==> config.mk <==
export PLATFORM = sky130hd
export DESIGN_NAME = bfwm_window
export DESIGN_NICKNAME = d
export VERILOG_FILES = /design/src/hw/rtl/battery_fault_window_monitor_top_defines.svh /design/src/hw/rtl/bfwm_pkg.sv /design/src/hw/rtl/bfwm_window.sv
export SDC_FILE = /design/constraint.sdc
export NUM_CORES = 1
export LEC_CHECK = 0
export ABC_AREA = 1
export ABC_CLOCK_PERIOD_IN_PS = 4200
export BUFFER_PORTS_ARGS = -buffer_cell sky130_fd_sc_hd__buf_2
export CAP_MARGIN = 0
export CORE_MARGIN = 2
export CORE_UTILIZATION = 30
export DETAILED_ROUTE_END_ITERATION = 12
export GPL_TIMING_DRIVEN = 0
export PLACE_DENSITY = 0.61
export SYNTH_ARGS = -nofsm -noshare
export SYNTH_HDL_FRONTEND = slang
export SYNTH_SLANG_ARGS = --single-unit
==> constraint.sdc <==
create_clock -name vclk -period 4.2
set_input_delay 0.42 -clock vclk [all_inputs]
set_output_delay 0.42 -clock vclk [all_outputs]
set_load 0.05 [all_outputs]
==> src/hw/rtl/battery_fault_window_monitor_top_defines.svh <==
// Assertion macros for the battery fault window monitor.
// Used by the top level; expects clk and rst_n in the including scope.
`ifndef BATTERY_FAULT_WINDOW_MONITOR_TOP_DEFINES_SVH
`define BATTERY_FAULT_WINDOW_MONITOR_TOP_DEFINES_SVH

`ifndef SYNTHESIS
`define BFWM_ASSERT(label, prop, msg) \
  label: assert property (@(posedge clk) disable iff (!rst_n) prop) else $error(msg);
`define BFWM_ASSERT_ALWAYS(label, prop, msg) \
  label: assert property (@(posedge clk) prop) else $error(msg);
`else
`define BFWM_ASSERT(label, prop, msg)
`define BFWM_ASSERT_ALWAYS(label, prop, msg)
`endif

`endif

==> src/hw/rtl/bfwm_pkg.sv <==
// Types and constants of the battery fault window monitor.
// No dependencies; imported by the config interface and all modules.
`timescale 1ns / 1ps
`default_nettype none

package bfwm_pkg;

  localparam int NUM_COND  = 8;
  localparam int NUM_TIMED = 5;

  localparam logic [2:0] NORMAL_CODE = 3'd1;

  // state code per condition, index = fault_mask bit
  localparam logic [NUM_COND-1:0][2:0] COND_CODES =
    {3'd7, 3'd6, 3'd6, 3'd5, 3'd4, 3'd3, 3'd2, 3'd0};

  // timed entries that use the temperature fault time
  localparam logic [NUM_TIMED-1:0] TEMP_TIMED = 5'b01100;

  localparam logic signed [15:0] CUR_NEUTRAL_LO = -16'sd30;
  localparam logic signed [15:0] CUR_NEUTRAL_HI = 16'sd30;
  localparam logic signed [15:0] CUR_HIGH_MAX   = 16'sd10000;
  localparam logic signed [17:0] SPREAD_MAX     = 18'sd50000;
  localparam logic signed [7:0]  TEMP_HIGH_MAX  = 8'sd120;
  localparam logic signed [7:0]  SENSOR_LO      = -8'sd1;
  localparam logic signed [7:0]  SENSOR_HI      = 8'sd1;

  localparam logic [15:0]        RST_VOLTAGE_LOW  = 16'd30000;
  localparam logic [15:0]        RST_VOLTAGE_HIGH = 16'd42200;
  localparam logic [15:0]        RST_UNBALANCE    = 16'd2000;
  localparam logic signed [7:0]  RST_TEMP_WARN    = 8'sd48;
  localparam logic signed [7:0]  RST_TEMP_HIGH    = 8'sd55;
  localparam logic [13:0]        RST_CURRENT_HIGH = 14'd2000;
  localparam logic [15:0]        RST_VOLT_TIME    = 16'd1000;
  localparam logic [15:0]        RST_TEMP_TIME    = 16'd1000;

  typedef enum logic [2:0] {
    CFG_VOLTAGE_LOW  = 3'd0,
    CFG_VOLTAGE_HIGH = 3'd1,
    CFG_UNBALANCE    = 3'd2,
    CFG_TEMP_WARN    = 3'd3,
    CFG_TEMP_HIGH    = 3'd4,
    CFG_CURRENT_HIGH = 3'd5,
    CFG_VOLT_TIME    = 3'd6,
    CFG_TEMP_TIME    = 3'd7
  } cfg_idx_t;

  typedef struct packed {
    logic [31:0]        now_ms;
    logic signed [15:0] pack_current;
    logic [15:0]        cell_v_high;
    logic [15:0]        cell_v_low;
    logic signed [7:0]  temp_max;
    logic signed [7:0]  temp_min;
  } sample_t;

  typedef struct packed {
    logic [15:0]        voltage_low_limit;
    logic [15:0]        voltage_high_limit;
    logic [15:0]        unbalance_limit;
    logic signed [7:0]  temp_warning_limit;
    logic signed [7:0]  temp_high_limit;
    logic [13:0]        current_high_limit;
    logic [15:0]        voltage_fault_time;
    logic [15:0]        temperature_fault_time;
  } cfg_t;

  typedef struct packed {
    logic [2:0]          code;
    logic [NUM_COND-1:0] mask;
  } eval_t;

endpackage

`default_nettype wire

==> src/hw/rtl/bfwm_window.sv <==
// Window comparators: fault mask and state code of one sample.
// Depends on bfwm_pkg.
`timescale 1ns / 1ps
`default_nettype none

module bfwm_window import bfwm_pkg::*; (
  input  sample_t sample,
  input  cfg_t    cfg,
  output eval_t   result
);

  logic signed [15:0]   cur;
  logic signed [7:0]    tmax;
  logic signed [7:0]    tmin;
  logic signed [17:0]   spread;
  logic signed [17:0]   unb;
  logic signed [15:0]   cur_hi_lim;
  logic signed [7:0]    twarn;
  logic signed [7:0]    thigh;
  logic [NUM_COND-1:0]  hit;
  logic [2:0]           code;

  assign cur        = sample.pack_current;
  assign tmax       = sample.temp_max;
  assign tmin       = sample.temp_min;
  assign twarn      = cfg.temp_warning_limit;
  assign thigh      = cfg.temp_high_limit;
  assign spread     = $signed({2'b00, sample.cell_v_high}) - $signed({2'b00, sample.cell_v_low});
  assign unb        = $signed({2'b00, cfg.unbalance_limit});
  assign cur_hi_lim = $signed({2'b00, cfg.current_high_limit});

  always_comb begin
    hit[0] = (cur >= CUR_NEUTRAL_LO) && (cur <= CUR_NEUTRAL_HI);
    hit[1] = (spread >= unb) && (spread <= SPREAD_MAX);
    hit[2] = (tmax >= twarn) && (tmax <= thigh);
    hit[3] = sample.cell_v_low <= cfg.voltage_low_limit;
    hit[4] = sample.cell_v_high >= cfg.voltage_high_limit;
    hit[5] = (tmax >= thigh) && (tmax <= TEMP_HIGH_MAX);
    hit[6] = (tmin >= SENSOR_LO) && (tmin <= SENSOR_HI);
    hit[7] = (cur >= cur_hi_lim) && (cur <= CUR_HIGH_MAX);
  end

  // last matching condition wins
  always_comb begin
    code = NORMAL_CODE;
    for (int i = 0; i < NUM_COND; i++) begin
      if (hit[i]) begin
        code = COND_CODES[i];
      end
    end
  end

  assign result.code = code;
  assign result.mask = hit;

endmodule

`default_nettype wire

==> results.sh, run 1 <==
export IMPL_ir_drop_uv=72.38
export IMPL_drv_slew=0
export IMPL_start_util_pct=30.64
export IMPL_tightest_slew_ns=0.5768
export IMPL_finalWorstSetupSlack_ns=0.3184
export IMPL_tns_ns=0
export IMPL_synthDistinctLibCells=36
export IMPL_num_io_pins=217
export IMPL_startpoint_type="input pin"
export IMPL_track_usage_pct=14.78
export IMPL_min_period_over_period_pct=92.42
export IMPL_p_per_area_nw_per_um2=132.6
export IMPL_post_place_ws_ns=-0.02677
export IMPL_netSwitchingPower_w=0.0003448
export IMPL_crit_top_cell="nand2_1"
export IMPL_vias=3766
export IMPL_min_delay_worst_endpoint="result[6]"
export IMPL_post_route_min_period_ns=3.882
export IMPL_seq_cells=0
export IMPL_intPower_w=0.0002361
export IMPL_max_stage_delay_ns=0.38
export IMPL_seq_power_share_pct=0
export IMPL_hold_viol=0
export IMPL_fin_nets=1025
export IMPL_synthesis_instances=566
export IMPL_layout_drive_gt1_share_pct=27.21
export IMPL_timing_slew_headroom_pct=60.55
export IMPL_hp_class="in -> out"
export IMPL_wl_microns=9139
export IMPL_setup_viol=0
export IMPL_wl_per_cell_microns=10.58
export IMPL_clock_buffers=0
export IMPL_p_comb_share_pct=100.0
export IMPL_leakage_nw=2.821
export IMPL_synth_area_sq_um=3322
export IMPL_rows=38
export IMPL_viasPerCell=4.359
export IMPL_crit_slowest_cell="fa_2"
export IMPL_die_x_microns=109.2
export IMPL_ant_nets=0
export IMPL_crit_arrival_ns=3.46
export IMPL_drtIter0Drc=96
export IMPL_drtPass1Iterations=4
export IMPL_mostFrequentLayoutCell="buf_2"
export IMPL_crit_type="in -> out"
export IMPL_avgSynthCellArea_sq_um=5.869
export IMPL_diodes=0
export IMPL_yosysWarnings=0
export IMPL_grt_overflow=0
export IMPL_regArea_sq_um=0
export IMPL_clkPwrFrac_pct=0
export IMPL_final_core_util_pct=40.42
export IMPL_holdPathStages=5
export IMPL_die_area_sq_um=11930
export IMPL_antenna_found_initial=0
export IMPL_areaGrowthSynthToFinish_pct=31.90
export IMPL_detail_route_drc_violations=0
export IMPL_max_freq_mhz=257.6
export IMPL_grt_pass1_wl_microns=14840
export IMPL_die_y_microns=109.2
export IMPL_coreArea_sq_um=10840
export IMPL_final_cell_mix="buf_2 (152), inv_1 (151), nand2_1 (121)"
export IMPL_cap_violations=0
export IMPL_grt_pass1_vias=3475
export IMPL_min_from="sample[5]"
export IMPL_grt_max_degree=6
export IMPL_synth_fp_nets=865
export IMPL_fillers=1254
export IMPL_crit_fanout=4
export IMPL_end_kind="output port"
export IMPL_hpwl_microns=8545
export IMPL_ys_seq_area_share_pct=0
export IMPL_switching_share_pct=59.35
export IMPL_cts_hold_buf=0
export IMPL_outcome="finished, final reports clean"
export IMPL_gp_congestion=0.8530
export IMPL_cp_required_ns=3.78
export IMPL_io_buffers=153
## Yosys cell counts, types with 2 or more instances
cell type  count  area share, %
o311ai_0       2           0.53
ha_1          92             35
o21a_1         4           0.90
o21ai_0       13            2.0
a21oi_2        5            1.3
nand3b_1       2           0.45
nand2_1      123             14
o21bai_1       2           0.45
o211ai_1       2           0.45
inv_1        153             17
nor4_1         2           0.38
a211oi_1       2           0.45
a21oi_1       41            6.2
a31oi_1        2           0.38
nand3_1       21            3.2
nor3_1        12            1.8
nand2_2       10            1.9
o221ai_1       3           0.79
nor2_1        38            4.3
xor2_1         6            1.6
nand4_1       13            2.4
nand3_2        4            1.2
## area by class of cell
type                            instances  area [sq um]  share of cell area (%)
Multi-Input combinational cell        412          2819                   64.33
Tap cell                              140         175.2                   3.998
Timing Repair Buffer                  158         809.5                   18.48
Inverter                              154         578.1                   13.19
## worst max-delay path: cells and delay by family
kind,cells,cell delay (ns)
adder cells (fa/ha/maj),3,0.78
buffers and inverters,6,0.52
XOR/XNOR,1,0.22
AND/OR/NAND/NOR,20,1.35
AO/OA/AOI/OAI,1,0.18
## worst max path at each step
stage	from	slack, ns	depth (start not counted)	end
2_1_floorplan	sample[32]	0.22	26	result[9]
3_3_place_gp	sample[32]	0.0006	31	result[8]
3_5_place_dp	sample[32]	-0.03	31	result[8]
4_1_cts	sample[32]	0.03	31	result[8]
5_1_grt	sample[32]	-0.02	31	result[8]
6_report	sample[32]	0.32	31	result[8]
## power by group through the flow
stage	registers (W)	clock network, W	logic [W]
after CTS	0	0	0.000569
after global routing	0	0	0.000674
final	0	0	0.000581
after global placement	0	0	0.000558
after detailed placement	0	0	0.000563
after floorplan	0	0	0.000390
## metrics by stage
| step | instances | cell area [sq um] | total power (W) | hold WS [ns] |
|---|---|---|---|---|
| 6_report | 864 | 4382 | 0.0005809 | 1.346 |
| 5_1_grt | 864 | 4382 | 0.0006743 | 1.360 |
| 4_1_cts | 860 | 4275 | 0.0005687 | 1.348 |
| 3_5_place_dp | 859 | 4263 | 0.0005629 | 1.347 |
| 3_3_place_gp | 859 | 4263 | 0.0005580 | 1.338 |
| 2_1_floorplan | 566 | 3322 | 0.0003903 | 1.132 |
## repair_timing
action | CTS | global route
gates resized for setup | 2 | 17
endpoints found under the setup margin | 1 | 3
cloned | 0 | 0
setup buffers | 1 | 4
pin swaps | 1 | 5
## cell families after synthesis
group,count (synthesis),synth area share (%)
AOI/OAI and AO/OA,81,14.61
xor gates and xnor gates,7,1.846
buffers and inverters,154,17.40
adders and majority gates,93,35.25
and+or+nand+nor,231,30.89
## layer usage
layer / share of wire [%] / up-vias / track usage [%]
met1: 49 / 1567 / 20.98
met5: 0 / - / 0
li1: - / 2138 / -
met2: 47 / 61 / 26.04
met3: 3.7 / 0 / 0.8368
met4: 0 / 0 / 0.1808
Note: power is estimated with default switching activity, not from simulation.
==> run 2: changes to the inputs <==
--- a/config.mk
+++ b/config.mk
@@ -7,13 +7,14 @@
 export LEC_CHECK = 0
 export ABC_AREA = 1
 export ABC_CLOCK_PERIOD_IN_PS = 4200
-export BUFFER_PORTS_ARGS = -buffer_cell sky130_fd_sc_hd__buf_2
+export BUFFER_PORTS_ARGS = -buffer_cell sky130_fd_sc_hd__clkbuf_2
 export CAP_MARGIN = 0
 export CORE_MARGIN = 2
 export CORE_UTILIZATION = 30
 export DETAILED_ROUTE_END_ITERATION = 12
 export GPL_TIMING_DRIVEN = 0
 export PLACE_DENSITY = 0.61
+export REMOVE_ABC_BUFFERS = 1
 export SYNTH_ARGS = -nofsm -noshare
 export SYNTH_HDL_FRONTEND = slang
 export SYNTH_SLANG_ARGS = --single-unit
==> run 2 against run 1 <==
Effect of this change: global-route usage rose by 0.16 points; sequential share of layout area stayed put; first-iteration DRC count down 42%; power fell by 1.6%; routed wire length down 2.0%; critical path depth decreased by 3; via count down 1.3%; setup slack lost 0.0037 ns; utilization is 0.44 points lower; fmax is essentially flat; critical endpoint is now result[9].
==> results.sh, run 2 (same netlist as run 1, synthesis figures left out) <==
export IMPL_num_io_pins=217
export IMPL_outcome="finished, final reports clean"
export IMPL_start_util_pct=30.64
export IMPL_leakage_nw=2.835
export IMPL_die_x_microns=109.2
export IMPL_ant_nets=0
export IMPL_fillers=1257
export IMPL_vias=3718
export IMPL_die_y_microns=109.2
export IMPL_seq_cells=0
export IMPL_areaGrowthSynthToFinish_pct=30.47
export IMPL_final_cell_mix="clkbuf_2 (152), inv_1 (151), nand2_1 (122)"
export IMPL_antenna_found_initial=0
export IMPL_rows=38
export IMPL_crit_family="simple AND/OR/NAND/NOR gates"
export IMPL_startpoint_type="input pin"
export IMPL_cts_hold_buf=0
export IMPL_layout_drive_gt1_share_pct=26.49
export IMPL_detail_route_drc_violations=0
export IMPL_fin_nets=1022
export IMPL_cp_required_ns=3.78
export IMPL_crit_buf_inv=7
export IMPL_timing_hold_ws_ns=1.364
export IMPL_multiInputGateArea_sq_um=2794
export IMPL_io_buffers=153
export IMPL_instances_no_fill=861
export IMPL_grt_max_degree=6
export IMPL_drv_slew=0
export IMPL_viasPerCell=4.318
export IMPL_crit_slowest_cell="fa_2"
export IMPL_min_from="sample[5]"
export IMPL_mostFrequentLayoutCell="clkbuf_2"
export IMPL_drtIter0Drc=56
export IMPL_crit_top_cell="nand2_1"
export IMPL_clock_buffers=0
export IMPL_regArea_sq_um=0
export IMPL_hold_viol=0
export IMPL_grt_overflow=0
export IMPL_drtPass1Iterations=4
export IMPL_hpwl_microns=8512
export IMPL_coreArea_sq_um=10840
export IMPL_max_freq_mhz=257.4
export IMPL_die_area_sq_um=11930
export IMPL_p_per_area_nw_per_um2=131.9
export IMPL_wl_per_cell_microns=10.41
export IMPL_end_kind="output port"
export IMPL_crit_arrival_ns=3.47
export IMPL_max_stage_delay_ns=0.36
export IMPL_holdPathStages=5
export IMPL_ir_drop_uv=61.31
export IMPL_diodes=0
export IMPL_min_delay_worst_endpoint="result[6]"
export IMPL_setup_viol=0
export IMPL_min_period_over_period_pct=92.51
export IMPL_track_usage_pct=14.94
export IMPL_cap_violations=0
export IMPL_timing_slew_headroom_pct=57.22
export IMPL_wl_microns=8959
export IMPL_crit_fanout=4
export IMPL_tightest_slew_ns=0.6255
export IMPL_grt_pass1_wl_microns=15100
export IMPL_gp_congestion=0.8556
export IMPL_dp_cells=859
export IMPL_post_route_min_period_ns=3.885
export IMPL_crit_type="in -> out"
export IMPL_hp_class="in -> out"
export IMPL_grt_pass1_vias=3512
-- run 2: worst max-delay path by stage --
stage                from         to  slack [ns]  cells after the start
2_1_floorplan  sample[32]  result[9]        0.22                     26
5_1_grt        sample[32]  result[8]       -0.06                     31
4_1_cts        sample[32]  result[8]       0.001                     31
3_3_place_gp   sample[32]  result[8]      -0.006                     31
3_5_place_dp   sample[32]  result[8]       -0.03                     31
6_report       sample[32]  result[9]        0.31                     28
-- run 2: where the power goes --
| group | internal (W) | switching [W] | leakage [nW] | total (W) |
|---|---|---|---|---|
| Combinational | 0.000231 | 0.000341 | 2.83 | 0.000572 |
| Clock | 0 | 0 | 0 | 0 |
| Sequential | 0 | 0 | 0 | 0 |
| Total | 0.000231 | 0.000341 | 2.83 | 0.000572 |
-- run 2: what timing repair did --
| item | in CTS | in global routing |
|---|---|---|
| endpoints found under the setup margin | 1 | 3 |
| hold endpoints to repair | 0 | 0 |
| pin swaps | 0 | 5 |
| resized for setup | 1 | 14 |
| buffers inserted | 0 | 2 |
-- run 2: cell type report --
type / instances / area share [%]
multi-input cells: 412 / 64.46
inverters: 154 / 13.34
repair buffers: 155 / 18.16
well taps: 140 / 4.042
-- run 2: routing by layer --
metal | GRT usage [%] | wire [microns]
met1 | 21.29 | 4379
met2 | 25.87 | 4196
met3 | 0.8966 | 327
met4 | 0.8137 | 55
met5 | 0 | 0
-- run 2: tightest hold or removal path, stage by stage --
cell and delay [ns]:
clkbuf_2 0.09, nor4_1 0.04, a21oi_1 0.11, inv_1 0.06
clkbuf_2 0.23
-- run 2: per-stage QoR --
stage	setup WS [ns]	cell area [sq um]	util (%)	TNS [ns]	power, W
floorplan	0.2224	3322	-	0	0.0003903
global placement	-0.006066	4263	39.32	-0.006066	0.0005577
detailed placement	-0.02884	4263	39.32	-0.02884	0.0005613
CTS	0.001440	4265	39.35	0	0.0005649
global route	-0.05682	4334	39.98	-0.05682	0.0006687
finish	0.3147	4334	39.98	0	0.0005719
==> run 3: changes to the inputs <==
--- a/config.mk
+++ b/config.mk
@@ -7,13 +7,13 @@
 export LEC_CHECK = 0
 export ABC_AREA = 1
 export ABC_CLOCK_PERIOD_IN_PS = 4200
-export BUFFER_PORTS_ARGS = -buffer_cell sky130_fd_sc_hd__clkbuf_2
 export CAP_MARGIN = 0
 export CORE_MARGIN = 2
 export CORE_UTILIZATION = 30
 export DETAILED_ROUTE_END_ITERATION = 12
+export DONT_BUFFER_PORTS = 1
 export GPL_TIMING_DRIVEN = 0
-export PLACE_DENSITY = 0.61
+export PLACE_DENSITY = 0.45
 export REMOVE_ABC_BUFFERS = 1
 export SYNTH_ARGS = -nofsm -noshare
 export SYNTH_HDL_FRONTEND = slang
==> run 3 against run 2 <==
Effect of this change: final cell count decreased by 18%; power fell by 13%; first-iteration DRC count rose by 64%; sequential cell count stayed put; count of clock-buffer cells in the layout unchanged; global-route usage fell by 0.93 points; sequential share of layout area is the same; via count decreased by 11%; combinational power fell by 13%; utilization decreased by 6.6 points; die area unchanged.
==> results.sh, run 3 (same netlist as run 1, synthesis figures left out) <==
export IMPL_ir_drop_uv=57.02
export IMPL_viasPerCell=4.703
export IMPL_end_kind="output port"
export IMPL_rsz0062_at_grt="false"
export IMPL_crit_arrival_ns=3.48
export IMPL_regArea_sq_um=0
export IMPL_rows=38
export IMPL_dp_cells=706
export IMPL_max_freq_mhz=256.4
export IMPL_die_y_microns=109.2
export IMPL_clock_buffers=0
export IMPL_detail_route_drc_violations=0
export IMPL_final_core_util_pct=33.36
export IMPL_wl_per_cell_microns=12.42
export IMPL_leakage_nw=2.198
export IMPL_drtPass1Iterations=4
export IMPL_startpoint_type="input pin"
export IMPL_diodes=0
export IMPL_timing_slew_headroom_pct=17.88
export IMPL_antenna_found_initial=0
export IMPL_die_area_sq_um=11930
export IMPL_setup_viol=0
export IMPL_gp_congestion=0.7931
export IMPL_track_usage_pct=14.01
export IMPL_layout_drive_gt1_share_pct=7.760
export IMPL_total_power_w=0.0004952
export IMPL_crit_fanout=4
export IMPL_final_cell_mix="inv_1 (151), nand2_1 (117), ha_1 (90)"
export IMPL_vias=3325
export IMPL_hp_class="in -> out"
export IMPL_hold_viol=0
export IMPL_areaGrowthSynthToFinish_pct=8.851
export IMPL_min_period_over_period_pct=92.86
export IMPL_start_util_pct=30.64
export IMPL_tightest_slew_ns=1.232
export IMPL_min_from="sample[63]"
export IMPL_grt_overflow=0
export IMPL_post_route_min_period_ns=3.900
export IMPL_die_x_microns=109.2
export IMPL_num_io_pins=217
export IMPL_grt_max_degree=6
export IMPL_hpwl_microns=8306
export IMPL_ant_nets=0
export IMPL_drv_slew=0
export IMPL_coreArea_sq_um=10840
export IMPL_mostFrequentLayoutCell="inv_1"
export IMPL_seq_cells=0
export IMPL_fin_nets=868
export IMPL_cap_violations=0
export IMPL_instances_no_fill=707
export IMPL_grt_pass1_wl_microns=13860
export IMPL_outcome="finished, final reports clean"
export IMPL_fillers=1258
export IMPL_wl_microns=8781
export IMPL_cts_hold_buf=0
export IMPL_grt_pass1_vias=3111
export IMPL_io_buffers=0
export IMPL_startpoint="sample[32]"
export IMPL_tns_ns=0
export IMPL_drtIter0Drc=92
export IMPL_cp_required_ns=3.78
export IMPL_crit_type="in -> out"
export IMPL_p_per_area_nw_per_um2=137.0
run 3: layout make-up:
type | instances | area, sq um | area share [%]
inverter | 154 | 581.8 | 16.09
timing repair buffer | 1 | 7.507 | 0.2076
multi-input combinational | 412 | 2851 | 78.86
tap | 140 | 175.2 | 4.844
run 3: final timing paths:
kind                   endpoint  slack, ns  depth (start not counted)
worst max-delay path  result[9]       0.30                         26
worst min-delay path  result[7]       1.16                          2
run 3: power by group:
group / internal (W) / total (W) / leakage (nW) / switching [W]
sequential: 0 / 0 / 0 / 0
clock: 0 / 0 / 0 / 0
combinational: 0.000180 / 0.000495 / 2.20 / 0.000315
total: 0.000180 / 0.000495 / 2.20 / 0.000315
run 3: repair_timing:
item	CTS	global route
pin swaps	1	7
buffers inserted	0	1
setup endpoints to repair	1	3
gates resized for setup	5	19
run 3: worst max-delay path, stage by stage:
cell and delay, ns:
inv_1 0.06, ha_2 0.17, inv_2 0.05, fa_2 0.37, nand3_2 0.10, nand2_4 0.08, nand2_2 0.07, nand3_2 0.08
xnor2_2 0.20, inv_1 0.07, ha_1 0.28, a21oi_1 0.13, o21a_1 0.13, nand2_1 0.05, nand2_1 0.06, nand2_1 0.05
nand2_1 0.05, nand2_1 0.05, nand2_1 0.05, nand2_1 0.04, nand2_1 0.06, nand2_1 0.06, nand2_2 0.11, clkinvlp_4 0.27
o21ai_2 0.26, nand2_4 0.14
run 3: layer usage:
| layer | track usage, % | routed length, microns |
|---|---|---|
| met1 | 19.62 | 4254 |
| met2 | 23.91 | 4034 |
| met3 | 1.973 | 443 |
| met4 | 0.6329 | 48 |
| met5 | 0 | 0 |
run 3: per-stage QoR:
step | area, sq um | hold slack, ns | worst slack, ns
floorplan | 3322 | 1.132 | 0.2224
global placement | 3497 | 1.165 | -0.2292
detailed placement | 3497 | 1.168 | -0.2156
CTS | 3515 | 1.167 | 0.006632
global route | 3616 | 1.182 | 0.0001408
finish | 3616 | 1.161 | 0.3000
